## src/rtl/hj212frc_pkg.sv

```systemverilog
// Shared types, constants and helper functions for the HJ212 frame receive checker.
`default_nettype none

package hj212frc_pkg;

    // Field widths of the result transaction.
    localparam int STATUS_W   = 3;
    localparam int DECL_W     = 14;
    localparam int DLEN_W     = 11;
    localparam int CRC_W      = 16;
    localparam int BYTE_W     = 8;
    localparam int TDATA_IN_W = 8;
    localparam int TDATA_W    = 72;

    // Framing constants.
    localparam int              MAX_DATA_DEF = 1024;
    localparam int              WIN_LEN      = 5;
    localparam int              LEN_DIGITS   = 4;
    localparam logic [CRC_W-1:0] CRC_INIT    = 16'hFFFF;
    localparam logic [CRC_W-1:0] CRC_POLY    = 16'hA001;
    localparam logic [7:0]      CH_HASH      = 8'h23;
    localparam logic [7:0]      CH_CR        = 8'h0D;
    localparam logic [7:0]      CH_LF        = 8'h0A;

    // Receive phase of the deframer.
    typedef enum logic [1:0] {
        PH_HUNT = 2'd0,
        PH_LEN  = 2'd1,
        PH_DATA = 2'd2
    } phase_t;

    // Frame status codes.
    typedef enum logic [STATUS_W-1:0] {
        ST_OK           = 3'd0,
        ST_TOO_SHORT    = 3'd1,
        ST_LEN_MISMATCH = 3'd2,
        ST_CRC_MISMATCH = 3'd3,
        ST_TOO_LONG     = 3'd4,
        ST_RESTARTED    = 3'd5
    } status_t;

    // Result kinds carried on tuser.
    typedef enum logic {
        KIND_PAYLOAD = 1'b0,
        KIND_STATUS  = 1'b1
    } kind_t;

    // One result transaction.
    typedef struct packed {
        kind_t               kind;
        logic                last;
        logic [BYTE_W-1:0]   payload_byte;
        status_t             status;
        logic [DECL_W-1:0]   declared_length;
        logic [DLEN_W-1:0]   data_length;
        logic [CRC_W-1:0]    received_crc;
        logic [CRC_W-1:0]    computed_crc;
    } out_item_t;

    // Byte-wide reflected CRC16 update with polynomial 0xA001.
    function automatic logic [CRC_W-1:0] crc16_byte(input logic [CRC_W-1:0] crc,
                                                   input logic [7:0] b);
        logic [CRC_W-1:0] c;
        c = (crc >> 8) ^ {8'h00, b};
        for (int k = 0; k < 8; k++) begin
            if (c[0]) begin
                c = (c >> 1) ^ CRC_POLY;
            end
            else begin
                c = c >> 1;
            end
        end
        return c;
    endfunction

    // Hex character decode: bit 4 is set when the character is a hex digit.
    function automatic logic [4:0] hex_digit(input logic [7:0] c);
        logic [4:0] r;
        r = 5'd0;
        if (c >= 8'h30 && c <= 8'h39) begin
            r = {1'b1, 4'(c - 8'h30)};
        end
        else if (c >= 8'h41 && c <= 8'h46) begin
            r = {1'b1, 4'(c - 8'h41 + 8'd10)};
        end
        else if (c >= 8'h61 && c <= 8'h66) begin
            r = {1'b1, 4'(c - 8'h61 + 8'd10)};
        end
        return r;
    endfunction

    // Parse four hex characters, first character in the low byte; stops at the first non-hex.
    function automatic logic [CRC_W-1:0] parse_crc(input logic [31:0] chars);
        logic [CRC_W-1:0] v;
        logic             stopped;
        logic [4:0]       d;
        v       = '0;
        stopped = 1'b0;
        for (int i = 0; i < 4; i++) begin
            d = hex_digit(chars[i*8 +: 8]);
            if (!stopped && d[4]) begin
                v = {v[CRC_W-5:0], d[3:0]};
            end
            else begin
                stopped = 1'b1;
            end
        end
        return v;
    endfunction

endpackage

`default_nettype wire

```

## src/rtl/hj212frc_out_buf.sv

```systemverilog
// Two-entry output register with skid stage for the result transactions.
`default_nettype none

module hj212frc_out_buf (
    input  wire logic                   clk,
    input  wire logic                   rst_n,
    input  wire logic                   in_valid,
    input  wire hj212frc_pkg::out_item_t in_item,
    output logic                        in_ready,
    output logic                        out_valid,
    input  wire logic                   out_ready,
    output hj212frc_pkg::out_item_t     out_item
);

    logic                    main_valid_reg;
    logic                    main_valid_next;
    hj212frc_pkg::out_item_t main_item_reg;
    hj212frc_pkg::out_item_t main_item_next;
    logic                    skid_valid_reg;
    logic                    skid_valid_next;
    hj212frc_pkg::out_item_t skid_item_reg;
    hj212frc_pkg::out_item_t skid_item_next;
    logic                    pop;

    // Ready depends only on the skid stage, so no path runs from out_ready to in_ready.
    assign in_ready  = !skid_valid_reg;
    assign out_valid = main_valid_reg;
    assign out_item  = main_item_reg;
    assign pop       = main_valid_reg && out_ready;

    // Next-state logic for the main and skid entries.
    always_comb
    begin
        main_valid_next = main_valid_reg;
        main_item_next  = main_item_reg;
        skid_valid_next = skid_valid_reg;
        skid_item_next  = skid_item_reg;
        if (skid_valid_reg) begin
            if (pop) begin
                main_item_next  = skid_item_reg;
                skid_valid_next = 1'b0;
            end
        end
        else if (!main_valid_reg || pop) begin
            main_valid_next = in_valid;
            if (in_valid) begin
                main_item_next = in_item;
            end
        end
        else if (in_valid) begin
            skid_valid_next = 1'b1;
            skid_item_next  = in_item;
        end
    end

    // Valid flags are cleared by reset.
    always_ff @(posedge clk or negedge rst_n)
    begin
        if (!rst_n) begin
            main_valid_reg <= 1'b0;
            skid_valid_reg <= 1'b0;
        end
        else begin
            main_valid_reg <= main_valid_next;
            skid_valid_reg <= skid_valid_next;
        end
    end

    // Payload registers.
    always_ff @(posedge clk)
    begin
        main_item_reg <= main_item_next;
        skid_item_reg <= skid_item_next;
    end

endmodule

`default_nettype wire

```

## config.mk

```make
export PLATFORM = sky130hd
export DESIGN_NAME = hj212frc_out_buf
export DESIGN_NICKNAME = d
export VERILOG_FILES = /design/src/rtl/hj212frc_pkg.sv /design/src/rtl/hj212frc_out_buf.sv
export SDC_FILE = /design/constraint.sdc
export NUM_CORES = 1
export LEC_CHECK = 0
export BUFFER_PORTS_ARGS = -buffer_cell sky130_fd_sc_hd__clkbuf_2
export CORE_MARGIN = 5
export CORE_UTILIZATION = 51
export DETAILED_ROUTE_END_ITERATION = 12
export PLACE_DENSITY = 0.74
export SETUP_SLACK_MARGIN = 0.15
export SLEW_MARGIN = 20
export SYNTH_ARGS = -nofsm -noshare
export SYNTH_HDL_FRONTEND = slang
export SYNTH_SLANG_ARGS = --single-unit
export TNS_END_PERCENT = 5
```

## constraint.sdc

```tcl
create_clock -name clk -period 11.84 [get_ports clk]
set_clock_uncertainty 0.2 [all_clocks]
set_input_delay 1.184 -clock clk [delete_from_list [all_inputs] [get_ports clk]]
set_output_delay 1.184 -clock clk [all_outputs]
set_load 0.02 [all_outputs]
```

==> results of run 1 <==
==> cell type report <==
cell class | instances | area (µm²)
clock inverters | 9 | 72.6
fillers | 702 | 3290
flip-flops and latches | 142 | 4260
repair buffers | 146 | 733
clock buffers | 21 | 429
inverters | 1 | 3.75
multi-input cells | 78 | 865
well taps | 133 | 166
==> kinds of logic (layout without fill, tap and decap cells) <==
logic type	count (synthesis)	count (layout)
flip-flops	142	142
AO/OA/AOI/OAI	3	3
AND/OR/NAND/NOR	5	5
buffers and inverters	9	177
multiplexers	70	70
==> routing by layer <==
layer	track usage	share of wire	vias to the layer above	routed length, µm
met3	0.0810	0.097	9	878
met4	0.0665	0.012	0	106
li1	-	-	1236	-
met2	0.232	0.47	116	4300
met5	0	0	-	0
met1	0.187	0.42	1276	3780
==> cells in the mapped netlist <==
| cell | n | area [µm²] |
|---|---|---|
| a21oi_1 | 1 | 5.00 |
| a22o_1 | 1 | 8.76 |
| and2_1 | 1 | 6.26 |
| buf_2 | 3 | 15.0 |
| buf_4 | 1 | 7.51 |
| buf_6 | 4 | 45.0 |
| dfrtp_1 | 2 | 50.1 |
| edfxtp_1 | 140 | 4200 |
| inv_2 | 1 | 3.75 |
| mux2_2 | 70 | 788 |
| nand2b_1 | 1 | 6.26 |
| nor2_1 | 2 | 7.51 |
| nor4bb_1 | 1 | 10.0 |
| o22a_1 | 1 | 8.76 |
==> metrics by stage <==
step                hold slack, ns  total power [mW]
global placement             0.328              1.25
floorplan                    0.323              1.12
detailed placement           0.332              1.26
finish                       0.255              1.69
CTS                          0.226              1.72
global route                 0.225              1.77
==> critical path, cell delays in order, from the launching register on <==
cell and delay, ns:
dfrtp_4 1.08, inv_2 0.08, clkbuf_2 0.19
==> how the worst max path moves through the flow <==
stage          slack, ns                          end
6_report            8.57                     in_ready
5_1_grt             8.44                     in_ready
4_1_cts             8.51                     in_ready
3_5_place_dp        8.90  skid_item_reg[32]$_DFFE_PP_
3_3_place_gp        8.92  skid_item_reg[31]$_DFFE_PP_
2_1_floorplan       3.04   skid_item_reg[0]$_DFFE_PP_
==> power by group <==
part | leakage [nW] | internal [mW] | switching (mW)
Clock | 0.242 | 0.272 | 0.182
Combinational | 0.913 | 0.170 | 0.247
Sequential | 1.33 | 0.736 | 0.0849
==> cells in the final DEF, fill, tap and decap left out <==
cell type,n
a21oi_1,1
a22o_1,1
and2_1,1
buf_4,1
bufinv_16,1
clkbuf_1,4
clkbuf_16,16
clkbuf_2,145
clkbuf_8,1
clkinv_1,2
clkinv_2,4
clkinvlp_4,2
dfrtp_1,1
dfrtp_4,1
edfxtp_1,140
inv_2,1
mux2_2,70
nand2b_1,1
nor2_1,2
nor4bb_4,1
o22a_4,1
==> summary.txt, run 1 <==
Vias in the first global route - 2777
Syn_nets - 303
Final Hold Fails - 0
HPWL after DPL - 5710 µm
Post-synthesis compound-gate area fraction - 0.00436
Via Count - 2637
Nets - 460
Setup crit start - skid_valid_reg$_DFF_PN0_
Arr. time, crit path - 1.88 ns
Period Utilization, post-route - 0.276
Multiplexer share of the synthesized area - 0.153
Die Footprint - 12200 µm²
Port bufs - 145
WL/cell - 17.1 µm
Status - finished clean
VDD IR-drop max - 142 µV
Final Non-Filler Cells - 530
Die width - 111 µm
Seq/Total Area, Yosys - 0.823
Maxcap violations - 0
Setup WS pre-CTS - 8.90 ns
Path depth of the worst reg2reg path - 1
Ant. Diodes - 0
Boundary Pins - 146
Area grow syn2layout - 26.4%
Worst-Margin Slew - 1.02 ns
Die height - 111 µm
Worst r2r src - skid_valid_reg$_DFF_PN0_
Routed WL - 9070 µm
TritonCTS clock tree - built
Core area - 9820 µm²
Combinational family with the most area after synthesis - multiplexers
Yosys Warn Count - 0
Pwr per Cell Area - 259 nW/µm²
Fin area - 6530 µm²
Initial antenna violation count - 0
Root Driver - clkbuf_8
RR Endpoint - out_item[14]$_DFFE_PP_
CTS H-tree lvls - 4
Drt drc - 0
RSZ-0062 raised after global routing - false
Largest net degree at the start of global routing - 77
Clock transition at the registers of the reported paths - 0.06 ns
GR Util All Layers - 0.155
Post-synthesis instance area - 5170 µm²
Reg-to-reg slack, setup - 9.20 ns
Placed cell area - 6030 µm²
Final slew viol count - 0
GPL Wtd Cong - 0.732
Initial Util - 0.526
Avg Vias per Cell - 4.98
Worst path required time - 10.46 ns
Clock Sinks - 142
Clk buf depth - 2
Row count - 36
First-pass GRT wire length - 14600 µm
Mean Syn Cell Area - 22.6 µm²
Core Util, Final - 0.665
Layout cells sized above 1 - 0.615
Critical Path Source Type - flop
Synth Area in Adders - 0
Minimum clock period - 3.27 ns
Worst-Skew Late Latency - 0.51 ns
Post-cts sizing count - 0
TNS Setup - 0 ns
Post-synthesis xor/xnor area fraction - 0
CP Max Fanout - 76
Crit. End Element - primary output
1st-iter DRT viols - 100
Dpl cells - 500
GRT overflow - 0
Number of distinct library cells after synthesis - 14
Simple-Gate Fraction of Synth Area - 0.00581
Min-Delay Path Class - primary input to asynchronous set/reset pin
Endpoints failing setup - 0
Leak Pwr - 2.48 nW
Final ANT Viol Nets - 0
Relative slew slack - 0.319
Drt pass-1 iters - 7
Hold-fix buffers at CTS - 0
Fmax - 306 MHz
CP Class - flop to primary output
Final worst setup slack - 8.57 ns
Setup Fix Bufs, Post-CTS - 0
Synth Register Bits - 142
Num CTS Buffers - 17
Post-Syn Instances - 229
Note: power is estimated with default switching activity, not from simulation.
==> run 2, diff against run 1 <==
Settings changed: ABC_AREA from default to 1, CORE_UTILIZATION 51 to 47, PLACE_DENSITY 0.74 to 0.72.
Clock period 11.84 ns to 2.93 ns, I/O delays scaled along.
==> run 2 against run 1 <==
Against the previous run: sequential cell count unchanged; synthesized cell count increased by 68%; total power increased to 3.5 times the previous value; non-clock buffer count increased by 79; sequential power increased to 3.2 times the previous value; hold slack improved by 0.063 ns; critical path depth increased by 1; utilization increased by 2.0 points; synthesized area increased by 1.4%; first-iteration DRC count increased by 140%.
==> summary.txt, run 2 <==
Final slew viol count - 0 (unchanged)
Final ANT Viol Nets - 0 (unchanged)
Period Utilization, post-route - 0.812
Pwr per Cell Area - 790 nW/µm² (+200%)
Status - finished clean
Setup Fix Bufs, Post-CTS - 0 (unchanged)
CP Class - flop to primary output
Syn_nets - 458 (+51%)
GR Util All Layers - 0.180 (+0.0252)
Leading post-synthesis cells by cell area - edfxtp_1 80%, nand2_1 16%, buf_6 1.7%
Arr. time, crit path - 1.89 ns (about the same)
Most frequent cell after synthesis - nand2_1
VDD IR-drop max - 431 µV (+200%)
Clock Sinks - 142 (unchanged)
Final Hold Fails - 0 (unchanged)
Clk buf depth - 2 (unchanged)
Ys async rst share - 0.0141 (unchanged)
Most frequent cells in the layout - 218 x nand2_1, 145 x clkbuf_2, 140 x edfxtp_1
Seq/Total Area, Yosys - 0.812 (-0.0116)
Via Count - 3582 (+36%)
Endpoints failing setup - 0 (unchanged)
Leak Pwr - 3.26 nW (+31%)
WL/cell - 14.8 µm (-13%)
Largest net degree at the start of global routing - 71 (-7.8%)
Ys flop type - edfxtp_1
Min-Delay Path Class - flop to flop
Vias in the first global route - 3670 (+32%)
Area grow syn2layout - 42.3%
Core area - 10900 µm² (+11%)
Drt pass-1 iters - 4 (-3)
CP Max Fanout - 50 (-34%)
Initial Util - 0.481 (-0.0449)
GPL Wtd Cong - 0.778 (+6.3%)
Drt drc - 0 (unchanged)
Commonest non-fill, non-tap cell in the layout - nand2_1
Worst-Skew Late Latency - 0.51 ns (about the same)
Initial antenna violation count - 0 (unchanged)
Number of distinct library cells after synthesis - 10 (-4)
Num CTS Buffers - 17 (unchanged)
Critical Path Source Type - flop
Fmax - 420 MHz
Share of the synthesized area in the top cell type - 0.802 (-0.0115)
Worst path required time - 2.44 ns (-8.02 ns)
Die height - 116 µm (+4.5%)
Crit. End Element - primary output
CTS H-tree lvls - 4 (unchanged)
Minimum clock period - 2.38 ns
Relative slew slack - 0.527 (+0.208)
Post-Syn Instances - 384 (+68%)
Synth area leader - edfxtp_1
Commonest cells post-synth - 218 x nand2_1, 140 x edfxtp_1, 8 x buf_6
Boundary Pins - 146 (unchanged)
GRT overflow - 0 (unchanged)
Nets - 687 (+49%)
TNS Setup - 0 ns (unchanged)
1st-iter DRT viols - 235 (+140%)
Port bufs - 145 (unchanged)
Mean Syn Cell Area - 13.6 µm² (-40%)
Die width - 116 µm (+4.5%)
TritonCTS clock tree - built
Worst-Margin Slew - 0.709 ns (-0.312 ns)
Post-synthesis instance area - 5240 µm² (+1.4%)
Post-synth EDFFs - 140 (unchanged)
Die Footprint - 13400 µm² (+9.1%)
Layout cells sized above 1 - 0.296 (-0.319)
Final worst setup slack - 0.552 ns (-8.02 ns)
First-pass GRT wire length - 18000 µm (+23%)
Avg Vias per Cell - 4.67 (-6.1%)
RSZ-0062 raised after global routing - false
Setup WS pre-CTS - 1.08 ns (-7.82 ns)
HPWL after DPL - 6640 µm (+16%)
Root Driver - clkbuf_8
Maxcap violations - 0 (unchanged)
Row count - 38 (+5.6%)
Yosys Warn Count - 0 (unchanged)
Clock transition at the registers of the reported paths - 0.06 ns (about the same)
Synth Register Bits - 142 (unchanged)
Routed WL - 11400 µm (+25%)
## run 2: cell count changes in the layout (fill, tap and decap cells not counted), sizes merged, moves of 3 or more
cell | before | now
clkbuf | 166 | 162
nand2 | 0 | 218
mux2 | 70 | 0
dlygate4sd3 | 0 | 75
clkinv | 6 | 2
bufinv | 1 | 4
buf | 1 | 5
inv | 1 | 11
## run 2: final cells by class
type / count / area [µm²]
inverters: 5 / 23.8
diodes: 1 / 2.50
repair buffers: 225 / 1530
clock buffers: 17 / 414
multi-input cells: 222 / 850
well taps: 140 / 175
fillers: 737 / 3430
clock inverters: 15 / 208
flip-flops and latches: 142 / 4260
## run 2: cell families (layout without fill, tap and decap cells)
family,count (synthesis),after routing,synth area share
simple gates,221,221,0.158
buf+inv,20,262,0.0289
other cells,0,1,0
flops,142,142,0.812
compound gates,1,1,0.000954
## run 2: worst max-delay path, cell delays in order, from the launching register on
cell and delay, ns:
dfrtp_2 0.45, inv_6 0.17, buf_4 0.46, clkbuf_2 0.26
## run 2: power breakdown
group	total (mW)	internal, mW	switching, mW	leakage, nW
sequential	2.66	2.58	0.0797	1.34
combinational	1.01	0.321	0.687	1.62
clock	2.22	1.40	0.826	0.294
total	5.89	4.30	1.59	3.26
## run 2: per-layer routing
| layer | track usage | wire length (µm) | up-vias |
|---|---|---|---|
| met5 | 0 | 0 | - |
| met4 | 0.0798 | 193 | 0 |
| met3 | 0.0439 | 610 | 15 |
| met2 | 0.313 | 6020 | 113 |
| met1 | 0.212 | 4540 | 1696 |
| li1 | - | - | 1758 |
## run 2: path summary, 6_finish.rpt
check	from	to	slack, ns	cells after the start
setup / recovery	skid_valid_reg$_DFF_PN0_	in_ready	0.55	3
min in group asynchronous	rst_n	out_valid$_DFFE_PN0P_	0.48	3
max in group asynchronous	rst_n	skid_valid_reg$_DFF_PN0_	1.91	3
hold reg to reg	skid_item_reg[55]$_DFFE_PP_	out_item[55]$_DFFE_PP_	0.32	2
setup reg to reg	skid_valid_reg$_DFF_PN0_	out_item[68]$_DFFE_PP_	1.06	5
hold / removal	skid_item_reg[55]$_DFFE_PP_	out_item[55]$_DFFE_PP_	0.32	2
## run 2: repair_timing
item	4_1_cts	5_1_grt
hold buffers	75	0
gates resized for setup	0	0
endpoints found under the hold margin	144	0
## run 2: per-stage QoR
stage | cell area, µm² | util | power, mW | hold WS (ns) | cells
finish | 7450 | 0.685 | 5.89 | 0.317 | 767
CTS | 7450 | 0.684 | 5.94 | 0.286 | 766
floorplan | 5250 | - | 3.31 | -0.203 | 384
detailed placement | 6080 | 0.558 | 3.63 | -0.117 | 659
global route | 7450 | 0.684 | 6.14 | 0.291 | 766
global placement | 6080 | 0.558 | 3.60 | -0.118 | 659
==> run 3, diff against run 2 <==
Settings changed: CORE_UTILIZATION 47 to 52, PLACE_DENSITY 0.72 to 0.76.
Clock period 2.93 ns to 2.39 ns, I/O delays scaled along.
==> run 3 against run 2 <==
Against the previous run: count of clock-buffer cells in the layout up 1; total power grew 23%; sequential share of layout area shrank 0.17 points; global-route usage is 2.4 points higher; hold slack lost 0.058 ns; die area is 8.8% lower; register-to-register slack got worse by 0.65 ns; design area up 0.34%; largest cell class unchanged; largest power group unchanged.
==> summary.txt, run 3 (synthesized netlist as in run 2, its figures left out) <==
Status - finished clean
Nets - 688 (+0.15%)
Initial Util - 0.534 (+0.0524)
Final Hold Fails - 0 (unchanged)
CP Class - flop to primary output
Die width - 110 µm (-4.5%)
Period Utilization, post-route - 0.892
Most frequent cells in the layout - 214 x nand2_1, 145 x clkbuf_2, 140 x edfxtp_1
Boundary Pins - 146 (unchanged)
Worst path cell trace - inv_8 -> buf_6 -> clkbuf_2
Leak Pwr - 3.28 nW (+0.58%)
GR Util All Layers - 0.204 (+0.0244)
Largest net degree at the start of global routing - 71 (unchanged)
HPWL after DPL - 7010 µm (+5.7%)
VDD IR-drop max - 641 µV (+49%)
Worst path required time - 1.95 ns (-0.49 ns)
Final ANT Viol Nets - 0 (unchanged)
Drt drc - 0 (unchanged)
Clock transition at the registers of the reported paths - 0.06 ns (about the same)
Min-Delay Path Class - primary input to flop
Relative slew slack - 0.692 (+0.165)
TritonCTS clock tree - built
GPL Wtd Cong - 0.846 (+8.7%)
Pwr per Cell Area - 967 nW/µm² (+22%)
Worst-Skew Late Latency - 0.51 ns (about the same)
Minimum clock period - 2.13 ns
Initial antenna violation count - 0 (unchanged)
Vias in the first global route - 3782 (+3.1%)
Port bufs - 145 (unchanged)
Root Driver - clkbuf_8
Via Count - 3657 (+2.1%)
Clock Sinks - 142 (unchanged)
Num CTS Buffers - 17 (unchanged)
Die height - 110 µm (-4.5%)
Row count - 36 (-5.3%)
Tot Pwr - 7.23 mW (+23%)
Max incr delay on CP - 0.46 ns (about the same)
CTS H-tree lvls - 4 (unchanged)
Area grow syn2layout - 42.7%
Min Hold Slack - 0.259 ns (-0.0580 ns)
Worst-Margin Slew - 0.462 ns (-0.247 ns)
Setup Fix Bufs, Post-CTS - 0 (unchanged)
Fillcell total - 625 (-15%)
Reg-to-reg slack, setup - 0.41 ns (-0.65 ns)
Critical Path Source Type - flop
First-pass GRT wire length - 18200 µm (+0.88%)
WL/cell - 15.9 µm (+7.2%)
Drt pass-1 iters - 4 (unchanged)
Endpoints failing setup - 0 (unchanged)
Core Util, Final - 0.762 (+0.0771)
Arr. time, crit path - 1.69 ns (-0.20 ns)
Fmax - 469 MHz
Avg Vias per Cell - 4.81 (+2.9%)
Routed WL - 12100 µm (+6.3%)
Crit. End Element - primary output
Layout cells sized above 1 - 0.305 (+0.00910)
Core area - 9820 µm² (-9.8%)
RSZ-0062 raised after global routing - false
Maxcap violations - 0 (unchanged)
1st-iter DRT viols - 145 (-38%)
Final slew viol count - 0 (unchanged)
Die Footprint - 12200 µm² (-8.8%)
CP Max Fanout - 50 (unchanged)
TNS Setup - 0 ns (unchanged)
Clk buf depth - 2 (unchanged)
CP max stage cell - dfrtp_2
Commonest non-fill, non-tap cell in the layout - nand2_1
GRT overflow - 0 (unchanged)
[run 3: worst paths after layout]
path / startpoint / end / cells after the start
worst max-delay path: skid_valid_reg$_DFF_PN0_ / in_ready / 3
worst min-delay path: in_item[56] / skid_item_reg[56]$_DFFE_PP_ / 2
worst max register to register: skid_valid_reg$_DFF_PN0_ / skid_valid_reg$_DFF_PN0_ / 5
worst min register to register: skid_item_reg[49]$_DFFE_PP_ / out_item[49]$_DFFE_PP_ / 2
max in group asynchronous: rst_n / skid_valid_reg$_DFF_PN0_ / 3
min in group asynchronous: rst_n / out_valid$_DFFE_PN0P_ / 3
[run 3: cell type report]
cell class,count,area (µm²),share of cell area
diodes,1,2.50,0.000335
flip-flops and latches,142,4260,0.569
inverters,5,26.3,0.00351
multi-input cells,222,870,0.116
well taps,133,166,0.0222
clock inverters,14,190,0.0254
repair buffers,226,1550,0.207
clock buffers,18,418,0.0559
[run 3: power breakdown]
group | switching (mW) | internal [mW] | total [mW]
sequential | 0.110 | 3.16 | 3.27
clock | 0.990 | 1.70 | 2.69
combinational | 0.867 | 0.411 | 1.28
total | 1.97 | 5.27 | 7.23
[run 3: metrics by stage]
stage / cells / instance area [µm²] / setup slack [ns]
3_5_place_dp: 653 / 6110 / 0.486
3_3_place_gp: 653 / 6110 / 0.547
6_report: 761 / 7480 / 0.257
5_1_grt: 760 / 7480 / 0.180
2_1_floorplan: 384 / 5280 / 0.0948
4_1_cts: 760 / 7470 / 0.157
[run 3: worst max-delay path: cells and delay by family, from the launching register on]
kind | cells | cell delay [ns]
buffers and inverters | 3 | 0.70
DFF | 1 | 0.46
[run 3: what timing repair did]
item                       4_1_cts  5_1_grt
hold buffers                    75        0
setup endpoints to repair        0        1
hold endpoints to repair       144        0
gates resized for setup          0        1
[run 3: layer usage]
| layer | GRT usage | routed length [µm] | vias to the layer above |
|---|---|---|---|
| met5 | 0 | 0 | - |
| met4 | 0.113 | 352 | 0 |
| met3 | 0.0396 | 780 | 26 |
| met2 | 0.357 | 6400 | 148 |
| met1 | 0.236 | 4550 | 1719 |
| li1 | - | - | 1764 |
